## src/design/sts_pkg.sv

```systemverilog
// shared constants, token kind codes, keyword table and transfer control struct
// for the script token scanner; no dependencies
package sts_pkg;

	localparam int LINE_BITS_DEF   = 24;
	localparam int COLUMN_BITS_DEF = 16;
	localparam int LENGTH_BITS_DEF = 16;
	localparam int OFFSET_BITS_DEF = 24;
	localparam int QUEUE_DEPTH     = 4;

	localparam int KIND_BITS  = 6;
	localparam int GLYPH_BITS = 8;

	typedef logic [KIND_BITS-1:0] kind_t;

	// token kinds
	localparam kind_t KIND_IDENT     = 6'd14;
	localparam kind_t KIND_INT       = 6'd15;
	localparam kind_t KIND_DOUBLE    = 6'd16;
	localparam kind_t KIND_STRING    = 6'd17;
	localparam kind_t KIND_BANG      = 6'd18;
	localparam kind_t KIND_COMMA     = 6'd20;
	localparam kind_t KIND_EQUAL     = 6'd21;
	localparam kind_t KIND_GREATER   = 6'd23;
	localparam kind_t KIND_LESS      = 6'd25;
	localparam kind_t KIND_MINUS     = 6'd27;
	localparam kind_t KIND_LPAREN    = 6'd28;
	localparam kind_t KIND_RPAREN    = 6'd29;
	localparam kind_t KIND_PERCENT   = 6'd30;
	localparam kind_t KIND_PLUS      = 6'd31;
	localparam kind_t KIND_SEMICOLON = 6'd33;
	localparam kind_t KIND_SLASH     = 6'd34;
	localparam kind_t KIND_STAR      = 6'd36;
	localparam kind_t KIND_EOF       = 6'd37;
	localparam kind_t KIND_BAD_GLYPH = 6'd38;
	localparam kind_t KIND_UNTERM    = 6'd39;

	// keywords, first character in the low byte, zero padded; index is the kind
	localparam int NUM_KEYWORDS = 14;
	localparam logic [39:0] KEYWORDS [NUM_KEYWORDS] = '{
		40'h0000646e61, // and
		40'h6b61657262, // break
		40'h0000006f64, // do
		40'h0065736c65, // else
		40'h0000646e65, // end
		40'h65736c6166, // false
		40'h0000726f66, // for
		40'h00006e7566, // fun
		40'h0000006669, // if
		40'h000000726f, // or
		40'h746e697270, // print
		40'h0065757274, // true
		40'h0000726176, // var
		40'h656c696877  // while
	};

	// which tokens an accepted byte pushes into the result queue
	typedef struct packed {
		logic push0;
		logic push1;
	} emit_t;

	function automatic kind_t word_kind(input logic [39:0] window, input logic fits);
		kind_t kind;
		kind = KIND_IDENT;
		if (fits) begin
			for (int k = NUM_KEYWORDS - 1; k >= 0; k--) begin
				if (window == KEYWORDS[k]) begin
					kind = KIND_BITS'(k);
				end
			end
		end
		return kind;
	endfunction

	function automatic logic is_name_start(input logic [7:0] c);
		return (c >= 8'h61 && c <= 8'h7a) || (c >= 8'h41 && c <= 8'h5a) || c == 8'h5f;
	endfunction

	function automatic logic is_digit(input logic [7:0] c);
		return c >= 8'h30 && c <= 8'h39;
	endfunction

endpackage

```

## src/design/sts_lexer.sv

```systemverilog
// scan state registers and the per-byte scanning logic of the token scanner
// depends on sts_pkg
module sts_lexer #(
	parameter int LINE_BITS   = sts_pkg::LINE_BITS_DEF,
	parameter int COLUMN_BITS = sts_pkg::COLUMN_BITS_DEF,
	parameter int LENGTH_BITS = sts_pkg::LENGTH_BITS_DEF,
	parameter int OFFSET_BITS = sts_pkg::OFFSET_BITS_DEF,
	parameter int TOK_W       = sts_pkg::KIND_BITS + LINE_BITS + COLUMN_BITS
		+ LENGTH_BITS + OFFSET_BITS + sts_pkg::GLYPH_BITS + 1
) (
	input  logic               clk,
	input  logic               arst_n,
	input  logic               take,
	input  logic [7:0]         text_byte,
	output sts_pkg::emit_t     emit,
	output logic [TOK_W-1:0]   tok0_data,
	output logic [TOK_W-1:0]   tok1_data
);
	import sts_pkg::*;

	localparam logic [3:0] M_IDLE    = 4'd0;
	localparam logic [3:0] M_IDENT   = 4'd1;
	localparam logic [3:0] M_INT     = 4'd2;
	localparam logic [3:0] M_DOUBLE  = 4'd3;
	localparam logic [3:0] M_STRING  = 4'd4;
	localparam logic [3:0] M_COMMENT = 4'd5;
	localparam logic [3:0] M_BANG    = 4'd6;
	localparam logic [3:0] M_EQUAL   = 4'd7;
	localparam logic [3:0] M_GREAT   = 4'd8;
	localparam logic [3:0] M_LESS    = 4'd9;
	localparam logic [3:0] M_PLUS    = 4'd10;
	localparam logic [3:0] M_SLASH   = 4'd11;

	localparam logic [7:0] CH_NUL     = 8'h00;
	localparam logic [7:0] CH_TAB     = 8'h09;
	localparam logic [7:0] CH_LF      = 8'h0a;
	localparam logic [7:0] CH_CR      = 8'h0d;
	localparam logic [7:0] CH_SPACE   = 8'h20;
	localparam logic [7:0] CH_BANG    = 8'h21;
	localparam logic [7:0] CH_QUOTE   = 8'h22;
	localparam logic [7:0] CH_HASH    = 8'h23;
	localparam logic [7:0] CH_PERCENT = 8'h25;
	localparam logic [7:0] CH_LPAREN  = 8'h28;
	localparam logic [7:0] CH_RPAREN  = 8'h29;
	localparam logic [7:0] CH_STAR    = 8'h2a;
	localparam logic [7:0] CH_PLUS    = 8'h2b;
	localparam logic [7:0] CH_COMMA   = 8'h2c;
	localparam logic [7:0] CH_MINUS   = 8'h2d;
	localparam logic [7:0] CH_DOT     = 8'h2e;
	localparam logic [7:0] CH_SLASH   = 8'h2f;
	localparam logic [7:0] CH_SEMI    = 8'h3b;
	localparam logic [7:0] CH_LESS    = 8'h3c;
	localparam logic [7:0] CH_EQUAL   = 8'h3d;
	localparam logic [7:0] CH_GREAT   = 8'h3e;

	logic [3:0]             mode_q, mode_d;
	logic [LINE_BITS-1:0]   line_q, line_d;
	logic [COLUMN_BITS-1:0] col_q, col_d, tcol_q, tcol_d;
	logic [OFFSET_BITS-1:0] off_q, off_d, toff_q, toff_d;
	logic [LENGTH_BITS-1:0] len_q, len_d;
	logic [39:0]            win_q, win_d;

	logic [COLUMN_BITS-1:0] col_adv;
	logic [OFFSET_BITS-1:0] off_adv;
	logic [LINE_BITS-1:0]   line_adv;
	logic [LENGTH_BITS-1:0] len_ext;
	logic [39:0]            win_ext;
	logic [7:0]             op_second;
	kind_t                  op_single;

	logic                   a_vld, b_vld, rescan;
	kind_t                  a_kind, b_kind;
	logic [LENGTH_BITS-1:0] a_len, b_len;
	logic [7:0]             b_glyph;

	assign col_adv  = (col_q == '1) ? col_q : col_q + 1'b1;
	assign off_adv  = (off_q == '1) ? off_q : off_q + 1'b1;
	assign line_adv = (line_q == '1) ? line_q : line_q + 1'b1;
	assign len_ext  = (len_q == '1) ? len_q : len_q + 1'b1;

	// first five characters of the pending token
	always_comb begin
		win_ext = win_q;
		for (int k = 0; k < 5; k++) begin
			if (len_q == LENGTH_BITS'(k)) begin
				win_ext[8*k +: 8] = win_q[8*k +: 8] | text_byte;
			end
		end
	end

	// paired operators: the byte that completes the pair and the lone kind
	always_comb begin
		unique case (mode_q)
			M_BANG:  begin op_second = CH_EQUAL; op_single = KIND_BANG;    end
			M_EQUAL: begin op_second = CH_EQUAL; op_single = KIND_EQUAL;   end
			M_GREAT: begin op_second = CH_EQUAL; op_single = KIND_GREATER; end
			M_LESS:  begin op_second = CH_EQUAL; op_single = KIND_LESS;    end
			M_PLUS:  begin op_second = CH_PLUS;  op_single = KIND_PLUS;    end
			M_SLASH: begin op_second = CH_SLASH; op_single = KIND_SLASH;   end
			default: begin op_second = CH_SLASH; op_single = KIND_SLASH;   end
		endcase
	end

	always_comb begin
		mode_d = mode_q;
		line_d = line_q;
		col_d  = col_q;
		off_d  = off_q;
		tcol_d = tcol_q;
		toff_d = toff_q;
		len_d  = len_q;
		win_d  = win_q;
		a_vld  = 1'b0;
		a_kind = KIND_IDENT;
		a_len  = len_q;
		b_vld  = 1'b0;
		b_kind = KIND_EOF;
		b_len  = LENGTH_BITS'(1);
		b_glyph = '0;
		rescan = 1'b1;

		// close or grow the pending token
		unique case (mode_q)
			M_IDENT: begin
				if (is_name_start(text_byte) || is_digit(text_byte)) begin
					win_d = win_ext; len_d = len_ext;
					col_d = col_adv; off_d = off_adv;
					rescan = 1'b0;
				end else begin
					a_vld  = 1'b1;
					a_kind = word_kind(win_q, len_q <= LENGTH_BITS'(5));
				end
			end
			M_INT, M_DOUBLE: begin
				if (is_digit(text_byte) || (mode_q == M_INT && text_byte == CH_DOT)) begin
					win_d = win_ext; len_d = len_ext;
					col_d = col_adv; off_d = off_adv;
					if (text_byte == CH_DOT) begin
						mode_d = M_DOUBLE;
					end
					rescan = 1'b0;
				end else begin
					a_vld  = 1'b1;
					a_kind = (mode_q == M_INT) ? KIND_INT : KIND_DOUBLE;
				end
			end
			M_STRING: begin
				if (text_byte == CH_QUOTE) begin
					a_vld  = 1'b1;
					a_kind = KIND_STRING;
					col_d  = col_adv; off_d = off_adv;
					mode_d = M_IDLE;
					rescan = 1'b0;
				end else if (text_byte != CH_NUL) begin
					win_d = win_ext; len_d = len_ext;
					col_d = col_adv; off_d = off_adv;
					rescan = 1'b0;
				end else begin
					a_vld  = 1'b1;
					a_kind = KIND_UNTERM;
				end
			end
			M_COMMENT: begin
				if (text_byte == CH_LF) begin
					line_d = line_adv; col_d = '0; off_d = off_adv;
					mode_d = M_IDLE;
					rescan = 1'b0;
				end else if (text_byte != CH_NUL) begin
					col_d = col_adv; off_d = off_adv;
					rescan = 1'b0;
				end
			end
			M_BANG, M_EQUAL, M_GREAT, M_LESS, M_PLUS, M_SLASH: begin
				a_vld = 1'b1;
				if (text_byte == op_second) begin
					a_kind = op_single + 1'b1;
					a_len  = LENGTH_BITS'(2);
					col_d  = col_adv; off_d = off_adv;
					mode_d = M_IDLE;
					rescan = 1'b0;
				end else begin
					a_kind = op_single;
					a_len  = LENGTH_BITS'(1);
				end
			end
			default: begin
				rescan = 1'b1;
			end
		endcase

		// scan the byte afresh from idle
		if (rescan) begin
			mode_d = M_IDLE;
			case (text_byte) inside
				CH_SPACE, CH_CR, CH_TAB: begin
					col_d = col_adv; off_d = off_adv;
				end
				CH_LF: begin
					line_d = line_adv; col_d = '0; off_d = off_adv;
				end
				CH_NUL: begin
					b_vld = 1'b1; b_kind = KIND_EOF; b_len = '0;
					off_d = '0;
				end
				CH_QUOTE: begin
					col_d = col_adv; off_d = off_adv;
					tcol_d = col_adv; toff_d = off_adv;
					len_d = '0; win_d = '0;
					mode_d = M_STRING;
				end
				CH_HASH: begin
					col_d = col_adv; off_d = off_adv;
					mode_d = M_COMMENT;
				end
				CH_BANG, CH_EQUAL, CH_GREAT, CH_LESS, CH_PLUS, CH_SLASH: begin
					tcol_d = col_q; toff_d = off_q;
					len_d = LENGTH_BITS'(1); win_d = {32'd0, text_byte};
					col_d = col_adv; off_d = off_adv;
					case (text_byte)
						CH_BANG:  mode_d = M_BANG;
						CH_EQUAL: mode_d = M_EQUAL;
						CH_GREAT: mode_d = M_GREAT;
						CH_LESS:  mode_d = M_LESS;
						CH_PLUS:  mode_d = M_PLUS;
						default:  mode_d = M_SLASH;
					endcase
				end
				CH_COMMA, CH_MINUS, CH_LPAREN, CH_RPAREN, CH_PERCENT, CH_SEMI, CH_STAR: begin
					b_vld = 1'b1;
					col_d = col_adv; off_d = off_adv;
					case (text_byte)
						CH_COMMA:   b_kind = KIND_COMMA;
						CH_MINUS:   b_kind = KIND_MINUS;
						CH_LPAREN:  b_kind = KIND_LPAREN;
						CH_RPAREN:  b_kind = KIND_RPAREN;
						CH_PERCENT: b_kind = KIND_PERCENT;
						CH_SEMI:    b_kind = KIND_SEMICOLON;
						default:    b_kind = KIND_STAR;
					endcase
				end
				default: begin
					col_d = col_adv; off_d = off_adv;
					if (is_name_start(text_byte) || is_digit(text_byte)) begin
						tcol_d = col_q; toff_d = off_q;
						len_d = LENGTH_BITS'(1); win_d = {32'd0, text_byte};
						mode_d = is_name_start(text_byte) ? M_IDENT : M_INT;
					end else begin
						b_vld = 1'b1; b_kind = KIND_BAD_GLYPH; b_glyph = text_byte;
					end
				end
			endcase
		end
	end

	// tokens packed with the closed token first
	always_comb begin
		if (a_vld) begin
			tok0_data = {a_kind, line_q, tcol_q, a_len, toff_q, 8'd0, !b_vld};
		end else begin
			tok0_data = {b_kind, line_q, col_q, b_len, off_q, b_glyph, 1'b1};
		end
		tok1_data = {b_kind, line_q, col_q, b_len, off_q, b_glyph, 1'b1};
		emit.push0 = take && (a_vld || b_vld);
		emit.push1 = take && a_vld && b_vld;
	end

	always_ff @(posedge clk or negedge arst_n) begin
		if (!arst_n) begin
			mode_q <= M_IDLE;
			line_q <= LINE_BITS'(1);
			col_q  <= '0;
			off_q  <= '0;
			tcol_q <= '0;
			toff_q <= '0;
			len_q  <= '0;
			win_q  <= '0;
		end else if (take) begin
			mode_q <= mode_d;
			line_q <= line_d;
			col_q  <= col_d;
			off_q  <= off_d;
			tcol_q <= tcol_d;
			toff_q <= toff_d;
			len_q  <= len_d;
			win_q  <= win_d;
		end
	end

endmodule

```

## src/design/sts_queue.sv

```systemverilog
// small result queue that takes up to two entries per cycle and gives one
// per cycle unless rd_stall is high; depends on sts_pkg
module sts_queue #(
	parameter int WIDTH = 8,
	parameter int DEPTH = sts_pkg::QUEUE_DEPTH
) (
	input  logic             clk,
	input  logic             arst_n,
	input  sts_pkg::emit_t   emit,
	input  logic [WIDTH-1:0] wdata0,
	input  logic [WIDTH-1:0] wdata1,
	output logic             full,
	output logic             rd_valid,
	input  logic             rd_stall,
	output logic [WIDTH-1:0] rdata
);
	import sts_pkg::*;

	localparam int PTR_W = (DEPTH > 1) ? $clog2(DEPTH) : 1;
	localparam int CNT_W = $clog2(DEPTH + 1);
	localparam logic [PTR_W-1:0] LAST = PTR_W'(DEPTH - 1);

	logic [WIDTH-1:0] slot_q [DEPTH];
	logic [PTR_W-1:0] wr_ptr_q, rd_ptr_q, wr_next, wr_next2, rd_next;
	logic [CNT_W-1:0] count_q;
	logic             pop;

	assign wr_next  = (wr_ptr_q == LAST) ? '0 : wr_ptr_q + 1'b1;
	assign wr_next2 = (wr_next == LAST) ? '0 : wr_next + 1'b1;
	assign rd_next  = (rd_ptr_q == LAST) ? '0 : rd_ptr_q + 1'b1;

	assign rd_valid = count_q != '0;
	assign rdata    = slot_q[rd_ptr_q];
	assign pop      = rd_valid && !rd_stall;
	// set when there is no room for two more entries
	assign full     = count_q > CNT_W'(DEPTH - 2);

	always_ff @(posedge clk) begin
		if (emit.push0) begin
			slot_q[wr_ptr_q] <= wdata0;
		end
		if (emit.push1) begin
			slot_q[wr_next] <= wdata1;
		end
	end

	always_ff @(posedge clk or negedge arst_n) begin
		if (!arst_n) begin
			wr_ptr_q <= '0;
			rd_ptr_q <= '0;
			count_q  <= '0;
		end else begin
			if (emit.push1) begin
				wr_ptr_q <= wr_next2;
			end else if (emit.push0) begin
				wr_ptr_q <= wr_next;
			end
			if (pop) begin
				rd_ptr_q <= rd_next;
			end
			count_q <= count_q + CNT_W'(emit.push0) + CNT_W'(emit.push1) - CNT_W'(pop);
		end
	end

endmodule

```

## src/design/script_token_scanner.sv

```systemverilog
// Script token scanner: takes one source byte per transfer and returns tokens
// (keywords, identifiers, integers, doubles, strings, operators, end of text
// and error kinds), each with line, start column, length and start offset.
// A byte is taken every cycle as long as the result queue has room for two
// tokens; all scanning for a byte is done in the cycle it is taken, and the
// tokens it closes are written into the queue at that edge. A byte closes at
// most two tokens; the queue drains one per transfer, so bytes that close two
// tokens fill it and make src_stall rise once the queue holds QUEUE_DEPTH-1
// tokens. Line, column, offset and length counters saturate.
// Depends on sts_pkg, sts_lexer and sts_queue.
module script_token_scanner #(
	parameter int LINE_BITS   = sts_pkg::LINE_BITS_DEF,
	parameter int COLUMN_BITS = sts_pkg::COLUMN_BITS_DEF,
	parameter int LENGTH_BITS = sts_pkg::LENGTH_BITS_DEF,
	parameter int OFFSET_BITS = sts_pkg::OFFSET_BITS_DEF
) (
	input  logic                   clk,
	input  logic                   arst_n,
	// source byte channel
	input  logic                   src_valid,
	output logic                   src_stall,
	input  logic [7:0]             text_byte,
	// token channel
	output logic                   tok_valid,
	input  logic                   tok_stall,
	output logic [5:0]             token_kind,
	output logic [LINE_BITS-1:0]   line_number,
	output logic [COLUMN_BITS-1:0] start_column,
	output logic [LENGTH_BITS-1:0] lexeme_length,
	output logic [OFFSET_BITS-1:0] start_offset,
	output logic [7:0]             bad_glyph,
	output logic                   last_of_run
);
	import sts_pkg::*;

	localparam int TOK_W = KIND_BITS + LINE_BITS + COLUMN_BITS + LENGTH_BITS
		+ OFFSET_BITS + GLYPH_BITS + 1;

	logic             take;
	emit_t            emit;
	logic [TOK_W-1:0] tok0_data, tok1_data, head_data;
	logic             queue_full;

	// a byte transfer happens whenever the source is valid and the queue can absorb two tokens
	assign src_stall = queue_full;
	assign take      = src_valid && !src_stall;

	// scan state and per-byte token logic
	sts_lexer #(
		.LINE_BITS   (LINE_BITS),
		.COLUMN_BITS (COLUMN_BITS),
		.LENGTH_BITS (LENGTH_BITS),
		.OFFSET_BITS (OFFSET_BITS),
		.TOK_W       (TOK_W)
	) u_lexer (
		.clk       (clk),
		.arst_n    (arst_n),
		.take      (take),
		.text_byte (text_byte),
		.emit      (emit),
		.tok0_data (tok0_data),
		.tok1_data (tok1_data)
	);

	// result queue parts the scanner from the token consumer
	sts_queue #(
		.WIDTH (TOK_W),
		.DEPTH (QUEUE_DEPTH)
	) u_queue (
		.clk      (clk),
		.arst_n   (arst_n),
		.emit     (emit),
		.wdata0   (tok0_data),
		.wdata1   (tok1_data),
		.full     (queue_full),
		.rd_valid (tok_valid),
		.rd_stall (tok_stall),
		.rdata    (head_data)
	);

	// token fields, kind in the top bits down to the last-of-run flag
	assign {token_kind, line_number, start_column, lexeme_length,
		start_offset, bad_glyph, last_of_run} = head_data;

`ifndef SYNTHESIS
	// a waiting token only leaves through a transfer
	assert property (@(posedge clk) disable iff (!arst_n)
		$fell(tok_valid) |-> $past(tok_valid && !tok_stall))
		else $error("token dropped without a transfer");

	// end of text always yields a token
	assert property (@(posedge clk) disable iff (!arst_n)
		(take && text_byte == 8'h00) |=> tok_valid)
		else $error("end of text produced no token");

	// an empty queue never holds off the source
	assert property (@(posedge clk) disable iff (!arst_n)
		!tok_valid |-> !src_stall)
		else $error("source stalled with an empty queue");

	// only the unknown-glyph kind carries a glyph
	assert property (@(posedge clk) disable iff (!arst_n)
		(tok_valid && bad_glyph != 8'h00) |-> token_kind == KIND_BAD_GLYPH)
		else $error("glyph on a token that is not an unknown glyph");
`endif

endmodule
```

## config.mk

```make
export PLATFORM = sky130hd
export DESIGN_NAME = script_token_scanner
export DESIGN_NICKNAME = d
export VERILOG_FILES = /design/src/design/sts_pkg.sv /design/src/design/sts_lexer.sv /design/src/design/sts_queue.sv /design/src/design/script_token_scanner.sv
export SDC_FILE = /design/constraint.sdc
export NUM_CORES = 1
export LEC_CHECK = 0
export ABC_CLOCK_PERIOD_IN_PS = 8600
export BUFFER_PORTS_ARGS = -buffer_cell sky130_fd_sc_hd__buf_2
export CORE_ASPECT_RATIO = 1.25
export CORE_MARGIN = 3
export CORE_UTILIZATION = 40
export CTS_CLUSTER_SIZE = 8
export DETAILED_ROUTE_END_ITERATION = 16
export PLACE_DENSITY = 0.65
export REMOVE_ABC_BUFFERS = 1
export SLEW_MARGIN = 10
export SYNTH_ARGS = -nofsm -noshare
export SYNTH_HDL_FRONTEND = slang
export SYNTH_SLANG_ARGS = --single-unit
```

## constraint.sdc

```tcl
create_clock -name clk -period 8.6 [get_ports clk]
set_input_delay 0.86 -clock clk [delete_from_list [all_inputs] [get_ports clk]]
set_output_delay 0.86 -clock clk [all_outputs]
set_load 0.05 [all_outputs]
```

==> impl_results.md <==
* Status: completed
* Maximum capacitance violations at 0
* Power density over the cells at 327.2 nW/um2
* Sequential cell area fraction in the yosys report at 0.5380
* Via density per instance at 6.067
* #FFs+latches synth at 551
* Wire length of the first global-routing pass at 120.1 mm
* Sort of element at the end of the critical path: flop
* Effective utilization at floorplan at 0.4073
* Clock tree from TritonCTS: yes
* Number of hold violations in the final report at 0
* Sum of buffers and inverters on the critical path at 3
* Worst min-delay path category: in -> async
* Final antenna-violating net count at 0
* CTS root buffer: clkbuf_16
* Starting DRT DRC Count at 1725
* Number of antenna violations at the first check in global routing at 2
* Fill cell count at 6182
* Arrival time reported for the critical path endpoint at 5.49 ns
* Cell leakage power at 11.56 nW
* Buffers from clock root to sink, at most at 3
* Met3 demand-to-capacity share in global routing at 0.03015
* Area of the die at 73160 um2
* Share of Yosys cell area claimed by the top area cell type at 0.3392
* Worst Path Required at 8.85 ns
* Summed negative setup slack over all endpoints at 0 ns
* Final weighted congestion in routability-driven placement at 0.9226
* Count of H-tree levels built during CTS at 3
* Layout cell share with drive strength beyond 1 at 0.1577
* Crit-path slowest cell: a2bb2oi_2
* Antenna diode count at 0
* Via count of the first global-routing pass at 20530
* Fraction of synthesis flops using an asynchronous set or reset pin at 0.3103
* Hold buffer count at CTS at 0
* Area of combinational cells with multiple inputs at 11930 um2
* FF+latch area at 15060 um2
* Drt pass-1 iters at 6
* Worst-skew pair later-pin latency at 0.63 ns
* Worst setup path class: in -> reg
* Tmin final at 5.239 ns
* Number of standard cells after synthesis at 2380
* Post-CTS setup repair buffer count at 0
* Total power at 10.29 mW
* Worst Max-Slew Pin Slew at 1.146 ns
* Met1 Track Usage GR at 0.2552
* Unrepaired setup endpoints after global routing: no
* Tightest hold margin at 0.2247 ns
* Net count, final at 2424
* Clk sinks at 551
* Grt total ovfl at 0
* Max-slew violation count at 0
* Max-slew headroom at 0.2358
* Worst path max stage delay at 0.72 ns
* Total setup violations reported at the end of the flow at 0
* Global-route layer with the greatest usage: met2
* Vertical die dimension at 301.7 um
* Share of the core filled with cells at 0.4579
* Flip-flop cell with the highest count after synthesis: edfxtp_1
* X dimension of the die at 242.5 um
* Highest clock rate at 0.1909 GHz
* Ports placed on the boundary at 109
* Clock-pin slew of the registers on the worst-case setup and hold paths at 0.05 ns
* Synth-to-Final Area Change at 12.43%
* Crit path cell chain: buf_2 > nor3b_2 > nand3_1 > o21ai_1 > o21ba_2 > nand3_2 > a31oi_4 > a2bb2oi_2 > inv_4 > buf_4
* Number of buffer cells added on primary ports at 108
* Cell row count at 107
* Placeable core area at 68680 um2
* DRC viols at 0
* Final worst-path cycle share at 0.6092
* Cell Area, Synth at 27970 um2
* Crit path launch type: input port
* Max FO, Critical Path at 58
* WL final at 76.96 mm
* Total global routing track utilization at 0.2074
* Maximum number of pins on one net before global-route repair at 80
* Warnings from Yosys at 0
* Netlist cell types at 93
* Kind of cell adding the most delay to the critical path: compound AO/OA/AOI/OAI gates
* Routed vias at 20460
* Global routing usage on met2 at 0.3670
* # resized after CTS at 0
* Worst clock skew at 0.03415 ns
* Post-Synthesis Mean Instance Area at 11.75 um2
* Post-synthesis cell type with the largest combined area: edfxtp_1
* Final routed wire length divided by cell count at 22.82 um
* Worst ir drop on vdd at 168.2 uV
* HPWL after detailed placement at 47.62 mm
* Number of flops mapped to enable cells by yosys at 316
* Largest cells by area after synthesis: edfxtp_1, dfrtp_1, mux4_2
* TritonCTS Buffers at 78
[cell families after synthesis]
logic type / count (synthesis) / share of synthesized area
AO/OA/AOI/OAI: 618 / 0.1679
AND/OR/NAND/NOR: 765 / 0.1441
multiplexers: 108 / 0.08132
buffers and inverters: 252 / 0.03802
adder cells (fa/ha/maj): 24 / 0.01127
flip-flops: 551 / 0.5380
XOR/XNOR: 62 / 0.01941
[per-stage QoR]
step                worst slack [ns]  instances  cell area [um2]
detailed placement             2.836       3233            29120
global placement               3.015       3233            29120
CTS                            3.502       3372            31420
global route                   3.105       3373            31450
floorplan                      3.026       2159            27030
finish                         3.361       3373            31450
[power by group]
group | switching (mW) | total (mW) | internal [mW]
Sequential | 0.430 | 3.64 | 3.21
Combinational | 2.65 | 3.78 | 1.13
Clock | 1.16 | 2.87 | 1.71
Total | 4.24 | 10.3 | 6.05
[synthesized netlist by cell type (7+ instances only)]
library cell	n
mux4_2	95
nand4_1	33
and3_1	51
nand2b_1	15
inv_1	27
nor3_1	42
xnor2_1	36
a32o_1	78
o21ai_0	121
ha_1	22
nand4b_1	9
nor2b_1	14
a22o_1	185
a21oi_1	62
a31oi_1	32
nand3_1	67
buf_4	12
nor3b_1	12
a2bb2oi_1	7
and4_1	7
or4_1	7
and2_1	108
o21a_1	15
edfxtp_1	316
o211ai_1	10
dfrtp_1	170
nand2_1	203
buf_1	22
nor4_1	21
nor2_1	128
buf_2	39
dfxtp_1	64
o21ai_1	9
xor2_1	26
o31ai_1	15
clkbuf_1	144
mux2i_1	9
[cells in the final DEF (no fill, tap or decap), types with 12 or more instances in the layout]
cell type / count
o21a_1: 15
a32o_1: 75
and3_1: 51
clkbuf_1: 54
dfrtp_1: 168
xnor2_1: 36
o21ai_0: 121
a31oi_1: 31
nor3_1: 40
a22o_1: 185
a21oi_1: 61
nand2_1: 202
inv_1: 27
clkbuf_16: 78
nor4_1: 21
ha_1: 22
nand3_1: 67
nand4_1: 33
xor2_1: 26
buf_2: 107
nor2_1: 127
nand2b_1: 15
edfxtp_1: 316
mux4_2: 95
nor3b_1: 12
nor2b_1: 13
buf_4: 40
o31ai_1: 15
and2_1: 108
dfxtp_1: 64
[worst reg2reg max path, cell delays in order (launching register included)]
cell and delay [ns]:
dfrtp_1 0.39, inv_1 0.09, ha_1 0.39, nand2_1 0.23
a2bb2oi_1 0.21, xnor2_1 0.35, a31o_2 0.28, nand3_2 0.44
a31oi_4 0.58, a2bb2oi_2 0.72, inv_4 0.46, buf_4 0.58
[area by class of cell]
type | instances | area share
tap | 926 | 0.03684
sequential | 551 | 0.4788
clock inverter | 7 | 0.004695
timing repair buffer | 149 | 0.02765
multi-input combinational | 1577 | 0.3795
clock buffer | 132 | 0.06851
inverter | 31 | 0.004018
[metal layers]
metal / vias to the layer above / part of all wire
met5: - / 0.000091
met3: 154 / 0.053
met4: 2 / 0.030
li1: 9203 / -
met2: 746 / 0.51
met1: 10360 / 0.40
[worst paths after layout]
| check | startpoint | endpoint | slack [ns] | cells after the start |
|---|---|---|---|---|
| setup reg to reg | u_lexer.mode_q[3]$_DFFE_PN0P_ | u_queue.slot_q[0][13]$_DFFE_PP_ | 3.44 | 11 |
| setup / recovery | text_byte[5] | u_queue.slot_q[0][13]$_DFFE_PP_ | 3.36 | 10 |
| max in group asynchronous | arst_n | u_queue.rd_ptr_q[1]$_DFFE_PN0P_ | 6.38 | 3 |
| hold reg to reg | u_queue.slot_q[1][40]$_SDFFE_PP0P_ | u_queue.slot_q[1][40]$_SDFFE_PP0P_ | 0.46 | 1 |
| min in group clk | u_queue.slot_q[1][40]$_SDFFE_PP0P_ | u_queue.slot_q[1][40]$_SDFFE_PP0P_ | 0.46 | 1 |
| hold / removal | arst_n | u_lexer.win_q[16]$_DFFE_PN0P_ | 0.22 | 1 |
[state kept, by name, summed over array words and instances, names as in the netlist]
name              count
u_queue.count_q       3
u_lexer.off_q        24
u_lexer.mode_q        4
u_lexer.tcol_q       16
u_lexer.toff_q       24
u_queue.wr_ptr_q      2
u_queue.rd_ptr_q      2
u_queue.slot_q      380
u_lexer.win_q        40
u_lexer.col_q        16
u_lexer.line_q       24
u_lexer.len_q        16
No activity file was read; power rests on OpenSTA's default activity.
